$ cat src/rtl/tccw_pkg.sv
// Package for the text console writer: codes, field widths and sequencer states.
package tccw_pkg;

	// Result field widths
	localparam int COL_W = 7;
	localparam int ROW_W = 5;
	localparam int LOC_W = 11;

	// Cell layout: attribute byte over character byte
	localparam int CELL_W = 16;
	localparam int COLOR_W = 4;

	// Request codes
	localparam logic REQ_PUT   = 1'b0;
	localparam logic REQ_CLEAR = 1'b1;

	// Configuration register indexes
	localparam logic REG_FG = 1'b0;
	localparam logic REG_BG = 1'b1;

	// Reset colors
	localparam logic [COLOR_W-1:0] FG_RESET = 4'h4;
	localparam logic [COLOR_W-1:0] BG_RESET = 4'h0;

	// Character codes
	localparam logic [7:0] CH_BS       = 8'h08;
	localparam logic [7:0] CH_TAB      = 8'h09;
	localparam logic [7:0] CH_LF       = 8'h0A;
	localparam logic [7:0] CH_CR       = 8'h0D;
	localparam logic [7:0] CH_BLANK    = 8'h20;
	localparam logic [7:0] CH_PRINT_LO = 8'h20;
	localparam logic [7:0] CH_PRINT_HI = 8'h7F;

	// Memory sequencer states
	typedef enum logic [1:0] {
		ST_IDLE,
		ST_SCROLL,
		ST_FILL
	} state_t;

endpackage

$ cat src/rtl/text_console_char_writer.sv
// Text console writer: cursor logic and screen cell memory with scroll and fill sequencer.
//
// Usage:
// - Input channel (in_valid/in_ready) takes one word: req_type (put byte or clear screen)
//   and char_code. Output channel (out_valid/out_ready) returns one word per input word:
//   cursor column, row, linear location and a scroll flag.
// - Config channel (cfg_valid/cfg_ready) writes fg_color (index 0) or bg_color (index 1);
//   it is always ready. The blank attribute for a scroll or clear is captured when the
//   request is taken, so a later color write does not disturb a running sweep.
// - Result: the result is registered on the output in the cycle after the input is taken,
//   also for scroll and clear; the memory sweep then runs on behind it.
// - Sweeps: a printable byte without scroll is written through the single write port
//   of the cell memory. A scroll copies each row into the row above, then fills the
//   bottom row with blanks; a clear fills every cell. No input is taken meanwhile.
// - Reset: cursor goes to the top left, colors to fg 4 / bg 0, and a clearing pass
//   writes zero to every cell before the first input is taken.
// - Stall: the output register holds a result until out_ready; the next input is taken
//   in the same cycle the held result leaves, if no sweep is running.
module text_console_char_writer #(
	parameter int COLUMNS   = 80,
	parameter int ROWS      = 25,
	parameter int TAB_WIDTH = 8
) (
	input  logic                         clk,
	input  logic                         arst_n,
	// request channel
	input  logic                         in_valid,
	output logic                         in_ready,
	input  logic                         req_type,
	input  logic [7:0]                   char_code,
	// result channel
	output logic                         out_valid,
	input  logic                         out_ready,
	output logic [tccw_pkg::COL_W-1:0]   cursor_col,
	output logic [tccw_pkg::ROW_W-1:0]   cursor_row,
	output logic [tccw_pkg::LOC_W-1:0]   cursor_location,
	output logic                         did_scroll,
	// config channel
	input  logic                         cfg_valid,
	output logic                         cfg_ready,
	input  logic                         cfg_index,
	input  logic [tccw_pkg::COLOR_W-1:0] cfg_data
);

	import tccw_pkg::*;

	localparam int CELLS = COLUMNS * ROWS;
	localparam int AW    = $clog2(CELLS);
	localparam int PW    = $clog2(CELLS + 1);
	localparam int CW    = $clog2(COLUMNS);
	localparam int RW    = $clog2(ROWS);
	localparam int XW    = $clog2(COLUMNS + TAB_WIDTH + 1);
	localparam int RXW   = $clog2(ROWS + 1);
	localparam int TW    = $clog2(TAB_WIDTH);

	// Cell memory
	logic [CELL_W-1:0] screen_mem [CELLS];

	state_t state_q, state_d;
	logic [PW-1:0]      ptr_q;
	logic [CELL_W-1:0]  blank_q;
	logic [CW-1:0]      col_q;
	logic [RW-1:0]      row_q;
	logic [TW-1:0]      phase_q;
	logic [COLOR_W-1:0] fg_q, bg_q;

	logic               copy_s1;
	logic [AW-1:0]      copy_addr_s1;
	logic [CELL_W-1:0]  rdata_s1;

	logic               out_valid_q;
	logic [COL_W-1:0]   cursor_col_q;
	logic [ROW_W-1:0]   cursor_row_q;
	logic [LOC_W-1:0]   cursor_loc_q;
	logic               did_scroll_q;

	logic               in_fire, cfg_fire;
	logic [XW-1:0]      n_col;
	logic [RXW-1:0]     n_row;
	logic [TW-1:0]      n_phase;
	logic               n_scroll, put_wr;
	logic [PW-1:0]      cur_addr;
	logic [PW+LOC_W-1:0] loc_ext;
	logic [7:0]         attr;

	logic               mem_we, mem_re;
	logic [AW-1:0]      mem_wa, mem_ra;
	logic [CELL_W-1:0]  mem_wd;

	assign in_ready  = (state_q == ST_IDLE) && (!out_valid_q || out_ready);
	assign in_fire   = in_valid && in_ready;
	assign cfg_ready = 1'b1;
	assign cfg_fire  = cfg_valid;
	assign attr      = {bg_q, fg_q};

	// Next cursor for a put request; a clear leaves it alone
	always_comb begin
		n_col   = XW'(col_q);
		n_row   = RXW'(row_q);
		n_phase = phase_q;
		put_wr  = 1'b0;
		if (req_type == REQ_PUT) begin
			case (char_code)
				CH_BS: begin
					if (col_q != '0) begin
						n_col   = XW'(col_q) - XW'(1);
						n_phase = (phase_q == '0) ? TW'(TAB_WIDTH - 1) : phase_q - TW'(1);
					end
				end
				CH_TAB: begin
					n_col   = XW'(col_q) - XW'(phase_q) + XW'(TAB_WIDTH);
					n_phase = '0;
				end
				CH_CR: begin
					n_col   = '0;
					n_phase = '0;
				end
				CH_LF: begin
					n_col   = '0;
					n_phase = '0;
					n_row   = RXW'(row_q) + RXW'(1);
				end
				default: begin
					if (char_code >= CH_PRINT_LO && char_code <= CH_PRINT_HI) begin
						put_wr  = 1'b1;
						n_col   = XW'(col_q) + XW'(1);
						n_phase = (phase_q == TW'(TAB_WIDTH - 1)) ? '0 : phase_q + TW'(1);
					end
				end
			endcase
			// wrap past last column
			if (n_col >= XW'(COLUMNS)) begin
				n_col   = '0;
				n_phase = '0;
				n_row   = n_row + RXW'(1);
			end
		end
		n_scroll = (n_row >= RXW'(ROWS));
		if (n_scroll) begin
			n_row = RXW'(ROWS - 1);
		end
	end

	// Cell index of the cursor before and after the step
	assign cur_addr = PW'(row_q) * PW'(COLUMNS) + PW'(col_q);
	assign loc_ext  = (PW + LOC_W)'(n_row) * (PW + LOC_W)'(COLUMNS) + (PW + LOC_W)'(n_col);

	// Memory port selection: copy pipe, then sweep fill, then character put
	always_comb begin
		mem_we = 1'b0;
		mem_wa = '0;
		mem_wd = '0;
		if (copy_s1) begin
			mem_we = 1'b1;
			mem_wa = copy_addr_s1;
			mem_wd = rdata_s1;
		end else if (state_q == ST_FILL) begin
			mem_we = 1'b1;
			mem_wa = ptr_q[AW-1:0];
			mem_wd = blank_q;
		end else if (in_fire && put_wr) begin
			mem_we = 1'b1;
			mem_wa = cur_addr[AW-1:0];
			mem_wd = {attr, char_code};
		end
	end

	assign mem_re = (state_q == ST_SCROLL) && (ptr_q < PW'(CELLS));
	assign mem_ra = ptr_q[AW-1:0];

	always_ff @(posedge clk) begin
		if (mem_we) begin
			screen_mem[mem_wa] <= mem_wd;
		end
	end

	always_ff @(posedge clk) begin
		if (mem_re) begin
			rdata_s1 <= screen_mem[mem_ra];
		end
	end

	// Sequencer next state
	always_comb begin
		state_d = state_q;
		case (state_q)
			ST_IDLE: begin
				if (in_fire) begin
					if (req_type == REQ_CLEAR) begin
						state_d = ST_FILL;
					end else if (n_scroll) begin
						state_d = ST_SCROLL;
					end
				end
			end
			ST_SCROLL: begin
				if (ptr_q == PW'(CELLS)) begin
					state_d = ST_FILL;
				end
			end
			ST_FILL: begin
				if (ptr_q == PW'(CELLS - 1)) begin
					state_d = ST_IDLE;
				end
			end
			default: state_d = ST_IDLE;
		endcase
	end

	// Reset starts with a clearing pass that writes zero cells
	always_ff @(posedge clk or negedge arst_n) begin
		if (!arst_n) begin
			state_q <= ST_FILL;
		end else begin
			state_q <= state_d;
		end
	end

	// Sweep pointer, blank word and copy pipe
	always_ff @(posedge clk or negedge arst_n) begin
		if (!arst_n) begin
			ptr_q        <= '0;
			blank_q      <= '0;
			copy_s1      <= 1'b0;
			copy_addr_s1 <= '0;
		end else begin
			copy_s1      <= mem_re;
			copy_addr_s1 <= AW'(ptr_q - PW'(COLUMNS));
			case (state_q)
				ST_IDLE: begin
					if (in_fire) begin
						blank_q <= {attr, CH_BLANK};
						ptr_q   <= (req_type == REQ_CLEAR) ? '0 : PW'(COLUMNS);
					end
				end
				ST_SCROLL: begin
					if (mem_re) begin
						ptr_q <= ptr_q + PW'(1);
					end else begin
						ptr_q <= PW'(CELLS - COLUMNS);
					end
				end
				ST_FILL: ptr_q <= ptr_q + PW'(1);
				default: ptr_q <= '0;
			endcase
		end
	end

	// Cursor and colors
	always_ff @(posedge clk or negedge arst_n) begin
		if (!arst_n) begin
			col_q   <= '0;
			row_q   <= '0;
			phase_q <= '0;
			fg_q    <= FG_RESET;
			bg_q    <= BG_RESET;
		end else begin
			if (in_fire) begin
				col_q   <= CW'(n_col);
				row_q   <= RW'(n_row);
				phase_q <= n_phase;
			end
			if (cfg_fire) begin
				case (cfg_index)
					REG_FG:  fg_q <= cfg_data;
					REG_BG:  bg_q <= cfg_data;
					default: ;
				endcase
			end
		end
	end

	// Output register
	always_ff @(posedge clk or negedge arst_n) begin
		if (!arst_n) begin
			out_valid_q <= 1'b0;
		end else if (in_fire) begin
			out_valid_q <= 1'b1;
		end else if (out_ready) begin
			out_valid_q <= 1'b0;
		end
	end

	always_ff @(posedge clk) begin
		if (in_fire) begin
			cursor_col_q <= COL_W'(n_col);
			cursor_row_q <= ROW_W'(n_row);
			cursor_loc_q <= loc_ext[LOC_W-1:0];
			did_scroll_q <= n_scroll;
		end
	end

	assign out_valid       = out_valid_q;
	assign cursor_col      = cursor_col_q;
	assign cursor_row      = cursor_row_q;
	assign cursor_location = cursor_loc_q;
	assign did_scroll      = did_scroll_q;

`ifndef ASSERT_OFF
	// copy writes only follow reads issued by the scroll sweep
	a_copy_from_scroll: assert property (@(posedge clk) disable iff (!arst_n)
		copy_s1 |-> $past(state_q == ST_SCROLL))
		else $error("copy write without scroll read");

	// cursor stays on the screen
	a_cursor_in_range: assert property (@(posedge clk) disable iff (!arst_n)
		(col_q < CW'(COLUMNS - 1) || col_q == CW'(COLUMNS - 1)) &&
		(row_q < RW'(ROWS - 1) || row_q == RW'(ROWS - 1)))
		else $error("cursor off screen");

	// sweep pointer never runs past the cell count
	a_ptr_bound: assert property (@(posedge clk) disable iff (!arst_n)
		ptr_q <= PW'(CELLS))
		else $error("sweep pointer overrun");

	// a pending scroll result leaves the cursor on the bottom row
	a_scroll_bottom: assert property (@(posedge clk) disable iff (!arst_n)
		out_valid_q && did_scroll_q |-> row_q == RW'(ROWS - 1))
		else $error("scroll without bottom row");

	// no input taken while the memory sweep is running
	a_no_accept_busy: assert property (@(posedge clk) disable iff (!arst_n)
		(state_q == ST_SCROLL || state_q == ST_FILL) |-> !in_ready)
		else $error("input accepted during sweep");
`endif

endmodule

$ cat config.mk
export PLATFORM = sky130hd
export DESIGN_NAME = text_console_char_writer
export DESIGN_NICKNAME = d
export VERILOG_FILES = /design/src/rtl/tccw_pkg.sv /design/src/rtl/text_console_char_writer.sv
export SDC_FILE = /design/constraint.sdc
export NUM_CORES = 1
export LEC_CHECK = 0
export ABC_AREA = 1
export ABC_CLOCK_PERIOD_IN_PS = 4500
export BUFFER_PORTS_ARGS = -buffer_cell sky130_fd_sc_hd__buf_2
export CORE_MARGIN = 2
export CORE_UTILIZATION = 55
export CTS_BUF_LIST = sky130_fd_sc_hd__clkbuf_2 sky130_fd_sc_hd__clkbuf_4 sky130_fd_sc_hd__clkbuf_8
export CTS_CLUSTER_DIAMETER = 150
export CTS_CLUSTER_SIZE = 30
export DETAILED_ROUTE_END_ITERATION = 10
export GPL_ROUTABILITY_DRIVEN = 0
export PLACE_DENSITY = 0.79
export SETUP_SLACK_MARGIN = 0.02
export SLEW_MARGIN = 10
export SYNTH_ARGS = -nofsm -noshare
export SYNTH_HDL_FRONTEND = slang
export SYNTH_SLANG_ARGS = --single-unit
$ cat constraint.sdc
create_clock -name clk -period 4.5 [get_ports clk]
set_clock_uncertainty 0.1 [all_clocks]
set_input_delay 0 -clock clk [delete_from_list [all_inputs] [get_ports clk]]
set_output_delay 0 -clock clk [all_outputs]
set_load 0.02 [all_outputs]
* Word-level counts from Yosys, hierarchy flattened
Index checks and enable logic that the tools add are counted. Widths: inputs -> output; s select.
Cells by class: muxes and demuxes 29, equality and inequality tests 14, $add $sub $neg 10, multiply operators 1, $lt $le $gt $ge 5, reduce and logical (&&, ||, !) cells 15, bitwise operators 1
Operators by type and width (count):
- $mux 7 | 6
- $pmux 11 s3 | 1
- $eq 8x4->1 const B | 4
- $mux 5 | 5
- $eq 11x11->1 const B | 2
- $mux 11 | 2
- $pmux 7 s3 | 1
- $mux 3 | 5
- $add 11x1->11 const B | 1
- $add 11x7->11 | 1
- $lt 11x11->1 const B | 1
- $add 5x1->5 const B | 2
- $mux 2 | 5
- $ge 8x6->1 const B | 1
- $le 8x7->1 const B | 1
- $reduce_and 4->1 | 2
- $add 7x1->7 const B | 1
- $add 7x4->7 const B | 1
- $ge 7x7->1 const B | 1
- $mul 5x3->7 const B | 1
- $reduce_bool 7->1 | 1
- $sub 7x1->7 const B | 1
- $sub 7x3->7 | 1
- $ne 3x3->1 const B | 2
- other kinds (21) | 26
Storage, ports and cells: bits in registers 53, logic and storage cells 85

* Depth between registers and ports, before layout
Gate-level depths: netlist (run 1).
depth after elaboration 13, mapped depth 27, gate-level depth less buffers 27

* Worst setup path after synthesis (run 1)
No wires, ideal clock.
kind register to register, start point register col_q[1], end point register cursor_loc_q[10] (netlist: cursor_location[10]), data pin, clock period less this slack 4.396 ns, stages on the path, launching flop included 24, data arrival time 4.042 ns, path slack 0.104 ns, required time 4.146 ns, setup time 0.254 ns, path buffers 0, cell sequence dfrtp_1 ha_1 ha_1 fa_1 nand2_1 nand4_1 nand3_1 nand2_1 nor2_4 nand2_4 nand2_4 nand2_1 nand3_2 nand2_4 nor2_8 nor2_4 ha_1 ha_1 fa_1 nand2_1 nor3_1 xnor2_1 xor2_1 inv_1
Between the ends: longest elaborated chain between the ends 11, elaborated cells between the ends (all ways) 18, classes of those cells add/sub (5); mul (1); order compare (2); mux (9); reduce/logical (1)
Ends and longest elaborated chain:
- start: declaration | RTL line text_console_char_writer.sv:62 | logic [CW-1:0] col_q;
- start signal: assignment | RTL line text_console_char_writer.sv:259 | col_q <= CW'(n_col);
- $sub 7x3->7 (tied with other cells) | RTL line text_console_char_writer.sv:111 | n_col = XW'(col_q) - XW'(phase_q) + XW'(TAB_WIDTH);
- $add 7x4->7 (tied with other cells) | RTL line text_console_char_writer.sv:111
- $pmux 7 s3 (*) | RTL line text_console_char_writer.sv:103 | case (char_code)
- $mux 7 (*) | RTL line text_console_char_writer.sv:102 | if (req_type == REQ_PUT) begin
- $ge 7x7->1 (*) | RTL line text_console_char_writer.sv:132 | if (n_col >= XW'(COLUMNS)) begin
- $mux 5 (*) | RTL line text_console_char_writer.sv:132
- $mux 5 (*) | RTL line text_console_char_writer.sv:102
- $ge 5x5->1 | RTL line text_console_char_writer.sv:138 | n_scroll = (n_row >= RXW'(ROWS));
- $mux 5 (*) | RTL line text_console_char_writer.sv:139 | if (n_scroll) begin
- net n_row[1] | RTL line text_console_char_writer.sv:79 | logic [RXW-1:0] n_row;
- $mul 5x3->7 (*) | RTL line text_console_char_writer.sv:146 | assign loc_ext = (PW + LOC_W)'(n_row) * (PW + LOC_W)'(COLUMNS) + (PW + LOC_W)'(n_col);
- $add 11x7->11 (*) | RTL line text_console_char_writer.sv:146
- net loc_ext[10] | RTL line text_console_char_writer.sv:83 | logic [PW+LOC_W-1:0] loc_ext;
- end signal: assignment | RTL line text_console_char_writer.sv:288 | cursor_loc_q <= loc_ext[LOC_W-1:0];
- end: declaration | RTL line text_console_char_writer.sv:74 | logic [LOC_W-1:0] cursor_loc_q;
The timed path passes the listed nets; every way through them passes the cells marked *. The select of a mux whose other input is x is not followed. A chain may end at the register's enable or synchronous reset.

* Worst setup path in the final report (run 1)
start point register phase_q[1], end point register cursor_loc_q[10] (netlist: cursor_location[10]), data pin
Between the ends: longest elaborated chain between the ends 11, elaborated cells between the ends (all ways) 13, classes of those cells add/sub (3); mul (1); order compare (2); mux (7)
Ends and longest elaborated chain:
- start: declaration | RTL line text_console_char_writer.sv:64 | logic [TW-1:0] phase_q;
- start signal: assignment | RTL line text_console_char_writer.sv:261 | phase_q <= n_phase;
- $sub 7x3->7 (*) | RTL line text_console_char_writer.sv:111
- $add 7x4->7 (*) | RTL line text_console_char_writer.sv:111
- $pmux 7 s3 (*) | RTL line text_console_char_writer.sv:103
- $mux 7 (*) | RTL line text_console_char_writer.sv:102
- $ge 7x7->1 (*) | RTL line text_console_char_writer.sv:132
- $mux 5 (*) | RTL line text_console_char_writer.sv:132
- $mux 5 (*) | RTL line text_console_char_writer.sv:102
- $ge 5x5->1 | RTL line text_console_char_writer.sv:138
- $mux 5 (*) | RTL line text_console_char_writer.sv:139
- net n_row[1] | RTL line text_console_char_writer.sv:79
- $mul 5x3->7 (*) | RTL line text_console_char_writer.sv:146
- $add 11x7->11 (*) | RTL line text_console_char_writer.sv:146
- net loc_ext[10] | RTL line text_console_char_writer.sv:83
Marks and branches as above.

==> results.sh, run 1 <==
export IMPL_status="finished clean"
export IMPL_worstReg2RegEnd="cursor_location[10]$_DFFE_PP_"
export IMPL_syn_nets=546
export IMPL_grt_total_usage_pct=22.07
export IMPL_tns_ns=0
export IMPL_critPathCaptureType="flop"
export IMPL_insertion_delay_ns=0.30
export IMPL_crit_fanout=7
export IMPL_h_tree_depth=2
export IMPL_diodes=0
export IMPL_drt_iter0_drc=183
export IMPL_drive_gt1_share_pct=21.57
export IMPL_hold_viol=0
export IMPL_clockPowerShare_pct=12.0
export IMPL_drt_pass1_iterations=6
export IMPL_rows=30
export IMPL_synth_edff_count=20
export IMPL_reg2reg_slack_ns=0.20
export IMPL_grt_pass1_wl_mm=13.73
export IMPL_ant_nets=0
export IMPL_hp_start="char_code[0]"
export IMPL_cts_tree="done"
export IMPL_yosys_cell_count_top_type="nand2_1"
export IMPL_critPathLaunchType="flop"
export IMPL_grt_overflow=0
export IMPL_min_to="phase_q[1]$_DFFE_PN0P_"
export IMPL_cts_sinks=49
export IMPL_min_period_ns=4.303
export IMPL_wl_per_cell_um=12.90
export IMPL_power_leakage_nw=2.169
export IMPL_postRouteWirelength_mm=8.292
export IMPL_antenna_found_initial=0
export IMPL_combPwrFrac_pct=58.2
export IMPL_num_io_pins=46
export IMPL_synthesis_instances=495
export IMPL_internal_power_w=0.001454
export IMPL_worst_slew_pin_slew_ns=0.6995
export IMPL_cp_data_arrival_time_ns=4.27
export IMPL_cts_made_buffers=5
export IMPL_post_route_util_pct=65.13
export IMPL_cap_violations=0
export IMPL_nFillCells=584
export IMPL_ys_ff_latch=49
export IMPL_slew_limit_headroom_pct=53.36
export IMPL_synthDominantCellAreaShare_pct=17.94
export IMPL_min_path_type="in2reg"
export IMPL_viasPerCell=5.313
export IMPL_syn_area_sq_um=3906
export IMPL_die_w_um=88.28
export IMPL_p_per_area_nw_per_um2=609.9
export IMPL_period_share_pct=95.62
export IMPL_start_util_pct=57.18
export IMPL_core_area_sq_um=6832
export IMPL_r2r_cells=25
export IMPL_drc_errors=0
export IMPL_final_nets=597
export IMPL_numPortBuffers=38
export IMPL_die_y_um=88.28
export IMPL_placed_cells=628
export IMPL_slew_viol_final=0
export IMPL_final_cells=643
export IMPL_netlist_top_cells_count="nand2_1, inv_1, o21ai_0"
export IMPL_area_growth_syn_to_layout_pct=13.90
export IMPL_grt_max_degree=30
export IMPL_vdd_drop_max_mv=0.3553
export IMPL_ys_types=51
export IMPL_dieArea_sq_um=7792
export IMPL_p_sw_w=0.001259
export IMPL_ys_seq_area_share_pct=33.98
export IMPL_vias=3416
export IMPL_critPathKind="reg2reg"
export IMPL_ys_warn_count=0
export IMPL_required_ns=4.47
export IMPL_cts_clk_slew_worst_paths_ns=0.10
export IMPL_ctsRootBufferMaster="clkbuf_8"
export IMPL_clockBufferDepth=2
export IMPL_netSwitchingFraction_pct=46.41
export IMPL_setup_viol=0
export IMPL_syn_area_per_cell_sq_um=7.891
export IMPL_async_reset_ff_share_pct=59.18
export IMPL_worstReg2RegStart="phase_q[1]$_DFFE_PN0P_"
export IMPL_hpwlAfterDp_mm=6.156
export IMPL_grt_pass1_vias=3129
export IMPL_synth_ff_type="dfrtp_1"
export IMPL_synth_area_top_cells="dfrtp_1, edfxtp_1, nand2_1, ha_1, inv_1"
export IMPL_holdPathStages=4
export IMPL_power_frac_seq_pct=29.8
export IMPL_max_freq_mhz=232.4
export IMPL_synth_top_area_cell="dfrtp_1"
-- kinds of logic (layout without fill, tap and decap cells) --
| family | Yosys count | after routing | share of synthesized area, % |
|---|---|---|---|
| other | 1 | 1 | 0.09600 |
| XOR/XNOR | 21 | 21 | 4.901 |
| buffers and inverters | 82 | 134 | 9.224 |
| multiplexers | 1 | 1 | 0.5765 |
| AO/OA/AOI/OAI | 79 | 79 | 11.63 |
| flip-flops | 49 | 49 | 33.98 |
| AND/OR/NAND/NOR | 230 | 230 | 28.76 |
| adder cells (fa/ha/maj) | 32 | 32 | 10.83 |
-- area by class of cell --
| type | instances | area (sq um) | share of cell area [%] |
|---|---|---|---|
| well taps | 96 | 120.1 | 2.700 |
| flip-flops and latches | 49 | 1328 | 29.84 |
| repair buffers | 60 | 365.4 | 8.211 |
| clock inverters | 2 | 38.79 | 0.8718 |
| clock buffers | 6 | 76.32 | 1.715 |
| multi-input cells | 364 | 2268 | 50.98 |
| inverters | 66 | 252.7 | 5.681 |
-- worst max-delay path by stage --
stage,startpoint,endpoint,slack [ns],cells past startpoint
after floorplan,col_q[1]$_DFFE_PN0P_,cursor_location[10]$_DFFE_PP_,0.10,23
after global placement,phase_q[1]$_DFFE_PN0P_,cursor_location[10]$_DFFE_PP_,0.08,25
after detailed placement,phase_q[1]$_DFFE_PN0P_,cursor_location[10]$_DFFE_PP_,-0.02,24
after CTS,phase_q[1]$_DFFE_PN0P_,cursor_location[10]$_DFFE_PP_,0.06,25
after global routing,col_q[0]$_DFFE_PN0P_,cursor_location[10]$_DFFE_PP_,-0.02,26
final,phase_q[1]$_DFFE_PN0P_,cursor_location[10]$_DFFE_PP_,0.20,25
-- flip-flops by register name, indices dropped and copies added, names as in the netlist --
register and count:
cursor_location 7, out_valid 1, cursor_col 7, state_q 2, mem_ra 11, row_q 5
phase_q 3, cursor_row 5, col_q 7, did_scroll 1
-- worst max-delay path, cell delays in order (launching register included) --
cell and delay, ns:
dfrtp_1 0.41, inv_2 0.09, ha_4 0.20, ha_4 0.16
fa_2 0.39, nand2_2 0.09, a31o_2 0.14, nand3_1 0.08
nand2_2 0.10, nor2_4 0.04, nand2_4 0.10, nand2_4 0.08
nand2_2 0.07, nand2_2 0.06, nand2_2 0.07, nand2_4 0.07
nor2_8 0.15, nor2_4 0.04, ha_1 0.29, ha_2 0.19
fa_2 0.54, nand2_1 0.08, nor3_2 0.14, xnor2_1 0.17
xor2_1 0.16, inv_1 0.06
-- layer usage --
layer  vias to the layer above  global-route usage (%)  wire length, um
met5                         -                       0                0
met4                         0                   5.785              115
met1                      1597                   29.44             3752
met3                        12                   2.892              348
li1                       1720                       -                -
met2                        87                   38.07             4075
-- metrics by stage --
| step | worst slack, ns | hold WS [ns] | total power [W] | cell area, sq um |
|---|---|---|---|---|
| floorplan | 0.1044 | -0.3956 | 0.001934 | 3906 |
| global placement | 0.07942 | -0.01185 | 0.002244 | 4220 |
| detailed placement | -0.01906 | -0.008550 | 0.002299 | 4220 |
| CTS | 0.05560 | 0.04882 | 0.002650 | 4388 |
| global route | -0.02355 | 0.09971 | 0.002956 | 4449 |
| finish | 0.1970 | 0.05738 | 0.002714 | 4449 |
-- cell usage in the layout, fill, tap and decap left out, drive strengths merged --
| master | Yosys | layout |
|---|---|---|
| nand4 | 8 | 8 |
| dlygate4sd3 | 0 | 4 |
| clkbuf | 4 | 6 |
| nor4 | 2 | 2 |
| bufinv | 0 | 1 |
| nand2 | 132 | 132 |
| nand3b | 3 | 3 |
| o221ai | 2 | 2 |
| o31ai | 2 | 2 |
| conb | 1 | 1 |
| a22o | 1 | 1 |
| dfrtp | 28 | 28 |
| a32oi | 1 | 1 |
| o2111ai | 1 | 1 |
| a211oi | 1 | 1 |
| and2 | 1 | 1 |
| clkinv | 2 | 2 |
| o32ai | 1 | 1 |
| a21oi | 16 | 16 |
| nand3 | 35 | 35 |
| a21o | 1 | 1 |
| o21ai | 49 | 49 |
| fa | 3 | 3 |
| ha | 29 | 29 |
| dfstp | 1 | 1 |
| or2 | 1 | 1 |
| o41ai | 1 | 1 |
| xnor2 | 5 | 5 |
| edfxtp | 20 | 20 |
| o311ai | 1 | 1 |
| inv | 64 | 65 |
| a31o | 1 | 1 |
| buf | 12 | 56 |
| xor2 | 16 | 16 |
| a311oi | 1 | 1 |
| nor2 | 43 | 43 |
| mux2i | 1 | 1 |
| nor3 | 5 | 5 |
-- timing repair --
item                                    CTS  global route
endpoints found under the hold margin    31             0
endpoints found under the setup margin    1             1
gates resized for setup                   4             9
pin swaps                                 0             9
setup buffers                             0             3
hold buffers                              4             0
cloned                                    0             0
-- power by group through the flow --
stage | Clock (W) | Sequential [W] | Combinational, W
floorplan | 0 | 0.000886 | 0.00105
global placement | 0 | 0.000809 | 0.00144
detailed placement | 0 | 0.000813 | 0.00149
CTS | 0.000332 | 0.000805 | 0.00151
global route | 0.000343 | 0.000832 | 0.00178
finish | 0.000325 | 0.000809 | 0.00158
(Power assumes the default switching activity.)
==> run 2: changes to the inputs <==
--- a/config.mk
+++ b/config.mk
@@ -8,16 +8,16 @@
 export ABC_AREA = 1
 export ABC_CLOCK_PERIOD_IN_PS = 4500
 export BUFFER_PORTS_ARGS = -buffer_cell sky130_fd_sc_hd__buf_2
-export CORE_MARGIN = 2
+export CORE_MARGIN = 4
 export CORE_UTILIZATION = 55
 export CTS_BUF_LIST = sky130_fd_sc_hd__clkbuf_2 sky130_fd_sc_hd__clkbuf_4 sky130_fd_sc_hd__clkbuf_8
 export CTS_CLUSTER_DIAMETER = 150
 export CTS_CLUSTER_SIZE = 30
 export DETAILED_ROUTE_END_ITERATION = 10
 export GPL_ROUTABILITY_DRIVEN = 0
-export PLACE_DENSITY = 0.79
+export PLACE_DENSITY = 0.86
 export SETUP_SLACK_MARGIN = 0.02
-export SLEW_MARGIN = 10
+export SLEW_MARGIN = 0
 export SYNTH_ARGS = -nofsm -noshare
 export SYNTH_HDL_FRONTEND = slang
 export SYNTH_SLANG_ARGS = --single-unit
==> run 2 against run 1 <==
Sequential power is 0.5% higher. Register-to-register slack lost 0.06 ns. Die area increased by 9.3%. Non-clock buffer count grew 1. Critical endpoint unchanged. Power up 1.4%. Worst hold slack improved by 0.0032 ns. Fmax shrank 1.3%.
==> results.sh, run 2 (synthesized netlist as in run 1, its figures left out) <==
export IMPL_status="finished clean"
export IMPL_die_w_um=92.28
export IMPL_layout_common_cells="nand2_1, inv_1, o21ai_0"
export IMPL_grt_util_met3_pct=3.527
export IMPL_ant_nets=0
export IMPL_drt_iter0_drc=245
export IMPL_path_buf_inv=2
export IMPL_h_tree_depth=2
export IMPL_clockBufferDepth=2
export IMPL_cts_tree="done"
export IMPL_cp_data_arrival_time_ns=4.34
export IMPL_min_path_type="in2reg"
export IMPL_postRouteWirelength_mm=8.851
export IMPL_vdd_drop_max_mv=0.2756
export IMPL_slew_limit_headroom_pct=54.16
export IMPL_cts_clk_slew_worst_paths_ns=0.10
export IMPL_wl_per_cell_um=13.74
export IMPL_required_ns=4.48
export IMPL_placed_area_sq_um=4205
export IMPL_setup_viol=0
export IMPL_grt_busiest_layer="met2"
export IMPL_final_nets=598
export IMPL_grt_pass1_wl_mm=14.77
export IMPL_drt_pass1_iterations=4
export IMPL_cap_violations=0
export IMPL_max_freq_mhz=229.3
export IMPL_rows=30
export IMPL_grt_total_usage_pct=20.98
export IMPL_internal_power_w=0.001430
export IMPL_stdcell_area_sq_um=4474
export IMPL_critPathKind="reg2reg"
export IMPL_cp_common_cell="nand2_2"
export IMPL_area_growth_syn_to_layout_pct=14.54
export IMPL_cts_made_buffers=5
export IMPL_vias=3472
export IMPL_drc_errors=0
export IMPL_ctsRootBufferMaster="clkbuf_8"
export IMPL_combPwrFrac_pct=60.4
export IMPL_grt_overflow=0
export IMPL_crit_fanout=6
export IMPL_grt_pass1_vias=3375
export IMPL_critPathLaunchType="flop"
export IMPL_whs_ns=0.06057
export IMPL_power_frac_seq_pct=29.5
export IMPL_slew_viol_final=0
export IMPL_drive_gt1_share_pct=22.26
export IMPL_dieArea_sq_um=8515
export IMPL_hold_viol=0
export IMPL_use_met2_pct=36.68
export IMPL_num_io_pins=46
export IMPL_hpwlAfterDp_mm=6.509
export IMPL_largest_reg_flops=11
export IMPL_start_util_pct=57.18
export IMPL_cpLargestDelayFamily="adder cells"
export IMPL_antenna_found_initial=0
export IMPL_cts_sinks=49
export IMPL_core_area_sq_um=6832
export IMPL_power_leakage_nw=2.177
export IMPL_die_y_um=92.28
export IMPL_grt_max_degree=30
export IMPL_min_period_ns=4.360
export IMPL_period_share_pct=96.89
export IMPL_reg2reg_slack_ns=0.14
export IMPL_slowest_stage="fa_2"
export IMPL_insertion_delay_ns=0.31
export IMPL_p_per_area_nw_per_um2=614.8
export IMPL_worst_slew_pin_slew_ns=0.6876
export IMPL_viasPerCell=5.391
export IMPL_fin_total_pwr_w=0.002751
export IMPL_p_sw_w=0.001321
export IMPL_critPathCaptureType="flop"
export IMPL_slowest_delay_ns=0.59
export IMPL_met1_usage_pct=26.24
export IMPL_netSwitchingFraction_pct=48.02
export IMPL_diodes=0
export IMPL_numPortBuffers=38
export IMPL_clockPowerShare_pct=10.0
export IMPL_final_common_cell="nand2_1"
run 2: cell count changes in the layout (fill, tap and decap cells not counted), sizes merged:
cell / previous run / this run
buf: 56 / 57
bufinv: 1 / 0
clkbuf: 6 / 5
clkinv: 2 / 1
clkinvlp: 0 / 2
inv: 65 / 66
run 2: power groups by stage:
stage,Sequential (W),Clock (W),Combinational [W]
after floorplan,0.000886,0,0.00105
after global placement,0.000809,0,0.00142
after detailed placement,0.000819,0,0.00149
after CTS,0.000810,0.000280,0.00155
after global routing,0.000831,0.000294,0.00184
final,0.000813,0.000276,0.00166
run 2: area by class of cell:
cell class,count,area [sq um]
multi-input cells,364,2306
flip-flops and latches,49,1328
repair buffers,61,372.9
inverters,66,252.7
well taps,96,120.1
clock inverters,3,26.28
fillers,541,2357
clock buffers,5,68.82
run 2: final timing paths:
check,start,to,depth (start not counted)
min,char_code[0],phase_q[1]$_DFFE_PN0P_,4
min in group asynchronous,arst_n,mem_ra[8]$_DFFE_PN0N_,2
min reg2reg,row_q[4]$_DFFE_PN0P_,row_q[4]$_DFFE_PN0P_,2
max reg2reg,phase_q[1]$_DFFE_PN0P_,cursor_location[10]$_DFFE_PP_,25
max in group asynchronous,arst_n,col_q[4]$_DFFE_PN0P_,2
max,phase_q[1]$_DFFE_PN0P_,cursor_location[10]$_DFFE_PP_,25
run 2: routing by layer:
metal | part of all wire [%] | up-vias
li1 | - | 1726
met1 | 42 | 1616
met2 | 50 | 113
met3 | 5.6 | 17
met4 | 1.9 | 0
met5 | 0 | -
run 2: tightest hold or removal path: cells and delay by family:
family                 cells  cell delay, ns
buffers and inverters      1            0.10
AND/OR/NAND/NOR            1            0.07
AO/OA/AOI/OAI              2            0.26
run 2: through the flow:
step	instances	worst slack (ns)	util, %	TNS [ns]
finish	644	0.1398	65.49	0
global route	644	-0.03126	65.49	-0.03126
CTS	640	0.07155	64.12	0
detailed placement	626	-0.1420	61.56	-0.1420
global placement	626	0.03596	61.56	0
floorplan	495	0.1044	-	0
run 2: timing repair:
| item | CTS | global route |
|---|---|---|
| endpoints found under the setup margin | 1 | 1 |
| setup buffers | 2 | 4 |
| hold endpoints to repair | 31 | 0 |
| gates resized for setup | 7 | 12 |
| hold buffers | 4 | 0 |
| pin swaps | 6 | 13 |
==> run 3: changes to the inputs <==
--- a/config.mk
+++ b/config.mk
@@ -8,6 +8,7 @@
 export ABC_AREA = 1
 export ABC_CLOCK_PERIOD_IN_PS = 4500
 export BUFFER_PORTS_ARGS = -buffer_cell sky130_fd_sc_hd__buf_2
+export CORE_ASPECT_RATIO = 1.2
 export CORE_MARGIN = 4
 export CORE_UTILIZATION = 55
 export CTS_BUF_LIST = sky130_fd_sc_hd__clkbuf_2 sky130_fd_sc_hd__clkbuf_4 sky130_fd_sc_hd__clkbuf_8
==> run 3 against run 2 <==
Count of clock-buffer cells in the layout is 1 higher. Clock power is 16% higher. Global-route usage down 0.054 points. Sequential power about the same. Core utilization is 1.2 points lower. Via count grew 0.46%. Die area about the same. Largest power group unchanged.
==> results.sh, run 3 (synthesized netlist as in run 1, its figures left out) <==
export IMPL_slowest_stage="fa_2"
export IMPL_antenna_found_initial=0
export IMPL_vdd_drop_max_mv=0.3770
export IMPL_vias=3488
export IMPL_max_freq_mhz=233.8
export IMPL_postRouteWirelength_mm=8.783
export IMPL_clockBufferDepth=2
export IMPL_r2r_cells=24
export IMPL_cp_data_arrival_time_ns=4.24
export IMPL_ant_nets=0
export IMPL_status="finished clean"
export IMPL_cpLargestDelayFamily="adder cells"
export IMPL_area_growth_syn_to_layout_pct=12.81
export IMPL_slowest_delay_ns=0.53
export IMPL_cap_violations=0
export IMPL_h_tree_depth=2
export IMPL_layout_common_cells="nand2_1, inv_1, o21ai_0"
export IMPL_largest_reg_flops=11
export IMPL_path_cells="inv_2, ha_1, ha_2, fa_2, nand2_2, nand4_1, nand3_1, nand2_2, nor2_4, nand2_4, nand2_4, nand2_1, nand3_2, nand2_4, nor2_8, nor2_4, ha_1, ha_2, fa_2, nand2_1, nor3_2, xnor2_1, xor2_1, inv_1"
export IMPL_num_io_pins=46
export IMPL_cts_sinks=49
export IMPL_grt_max_degree=30
export IMPL_worstReg2RegStart="phase_q[1]$_DFFE_PN0P_"
export IMPL_critPathLaunchType="flop"
export IMPL_ctsRootBufferMaster="clkbuf_8"
export IMPL_final_common_cell="nand2_1"
export IMPL_die_y_um=100.3
export IMPL_final_cells=633
export IMPL_rsz0062_at_grt="no"
export IMPL_placed_area_sq_um=4202
export IMPL_hp_start="char_code[0]"
export IMPL_p_per_area_nw_per_um2=617.6
export IMPL_tns_ns=0
export IMPL_viasPerCell=5.510
export IMPL_min_period_ns=4.278
export IMPL_stdcell_area_sq_um=4407
export IMPL_holdPathStages=4
export IMPL_path_buf_inv=2
export IMPL_drc_errors=0
export IMPL_power_leakage_nw=2.165
export IMPL_grt_total_usage_pct=20.92
export IMPL_reg2reg_slack_ns=0.22
export IMPL_worstReg2RegEnd="cursor_location[10]$_DFFE_PP_"
export IMPL_slew_limit_headroom_pct=39.53
export IMPL_critPathCaptureType="flop"
export IMPL_hold_viol=0
export IMPL_final_nets=596
export IMPL_insertion_delay_ns=0.31
export IMPL_cts_clk_slew_worst_paths_ns=0.10
export IMPL_drive_gt1_share_pct=21.06
export IMPL_required_ns=4.46
export IMPL_cts_made_buffers=5
export IMPL_period_share_pct=95.06
export IMPL_slew_viol_final=0
export IMPL_rows=33
export IMPL_cp_common_cell="nand2_4"
export IMPL_dieArea_sq_um=8520
export IMPL_setup_viol=0
export IMPL_drt_iter0_drc=165
export IMPL_grt_overflow=0
export IMPL_grt_pass1_vias=3256
export IMPL_grt_pass1_wl_mm=14.66
export IMPL_die_w_um=84.93
export IMPL_critPathKind="reg2reg"
export IMPL_min_path_type="in2reg"
export IMPL_core_area_sq_um=6854
export IMPL_placed_cells=618
export IMPL_numPortBuffers=38
export IMPL_crit_fanout=6
export IMPL_hpwlAfterDp_mm=6.542
export IMPL_worst_slew_pin_slew_ns=0.9061
export IMPL_diodes=0
export IMPL_min_to="phase_q[1]$_DFFE_PN0P_"
export IMPL_fin_total_pwr_w=0.002722
export IMPL_cts_tree="done"
export IMPL_start_util_pct=56.99
export IMPL_wl_per_cell_um=13.88
export IMPL_drt_pass1_iterations=5
==> run 3: through the flow <==
stage,setup WS [ns],util (%),hold slack [ns]
floorplan,0.1044,-,-0.3956
CTS,0.02248,63.86,0.08374
global route,0.01764,64.29,0.1240
finish,0.2224,64.29,0.09001
detailed placement,-0.05182,61.30,-0.01707
global placement,0.08043,61.30,-0.02588
==> run 3: routing by layer <==
layer  vias up  routed length (um)  track usage [%]  part of all wire, %
met2       106                4525            37.55                   52
met5         -                   0                0                    0
li1       1716                   -                -                    -
met4         0                 123            5.968                  1.4
met1      1653                3692            25.80                   42
met3        13                 441            3.530                  5.0
==> run 3: cell type report <==
class,count,area (sq um)
clock buffers,6,76.32
clock inverters,2,38.79
fillers,565,2447
inverters,66,251.5
multi-input cells,364,2246
flip-flops and latches,49,1328
well taps,87,108.9
repair buffers,59,357.8
==> run 3: worst reg2reg max path, stage by stage (launching register included) <==
cell and delay [ns]:
dfrtp_1 0.38, inv_2 0.05, ha_1 0.27, ha_2 0.19, fa_2 0.35, nand2_2 0.10
nand4_1 0.08, nand3_1 0.10, nand2_2 0.08, nor2_4 0.11, nand2_4 0.08, nand2_4 0.10
nand2_1 0.07, nand3_2 0.10, nand2_4 0.07, nor2_8 0.15, nor2_4 0.05, ha_1 0.29
ha_2 0.20, fa_2 0.53, nand2_1 0.08, nor3_2 0.14, xnor2_1 0.15, xor2_1 0.16
inv_1 0.05
==> run 3: worst max path at each step <==
stage	start	slack, ns	to	cells past startpoint
after floorplan	col_q[1]$_DFFE_PN0P_	0.10	cursor_location[10]$_DFFE_PP_	23
after global placement	phase_q[1]$_DFFE_PN0P_	0.08	cursor_location[10]$_DFFE_PP_	24
after detailed placement	phase_q[1]$_DFFE_PN0P_	-0.05	cursor_location[10]$_DFFE_PP_	24
after CTS	phase_q[1]$_DFFE_PN0P_	0.02	cursor_location[10]$_DFFE_PP_	25
after global routing	phase_q[2]$_DFFE_PN0P_	0.02	cursor_location[10]$_DFFE_PP_	23
final	phase_q[1]$_DFFE_PN0P_	0.22	cursor_location[10]$_DFFE_PP_	24
==> run 3: report_power, final <==
group          internal (W)  total (W)  leakage, nW  switching, W
clock network      0.000173   0.000320       0.0588      0.000147
registers          0.000687   0.000813        0.561      0.000127
logic              0.000587    0.00159         1.54       0.00100
==> run 3: what timing repair did <==
| item | in CTS | in global routing |
|---|---|---|
| setup endpoints to repair | 1 | 1 |
| endpoints found under the hold margin | 31 | 0 |
| resized for setup | 4 | 5 |
| setup buffers | 1 | 2 |
| pin swaps | 1 | 8 |
| hold buffers | 4 | 0 |
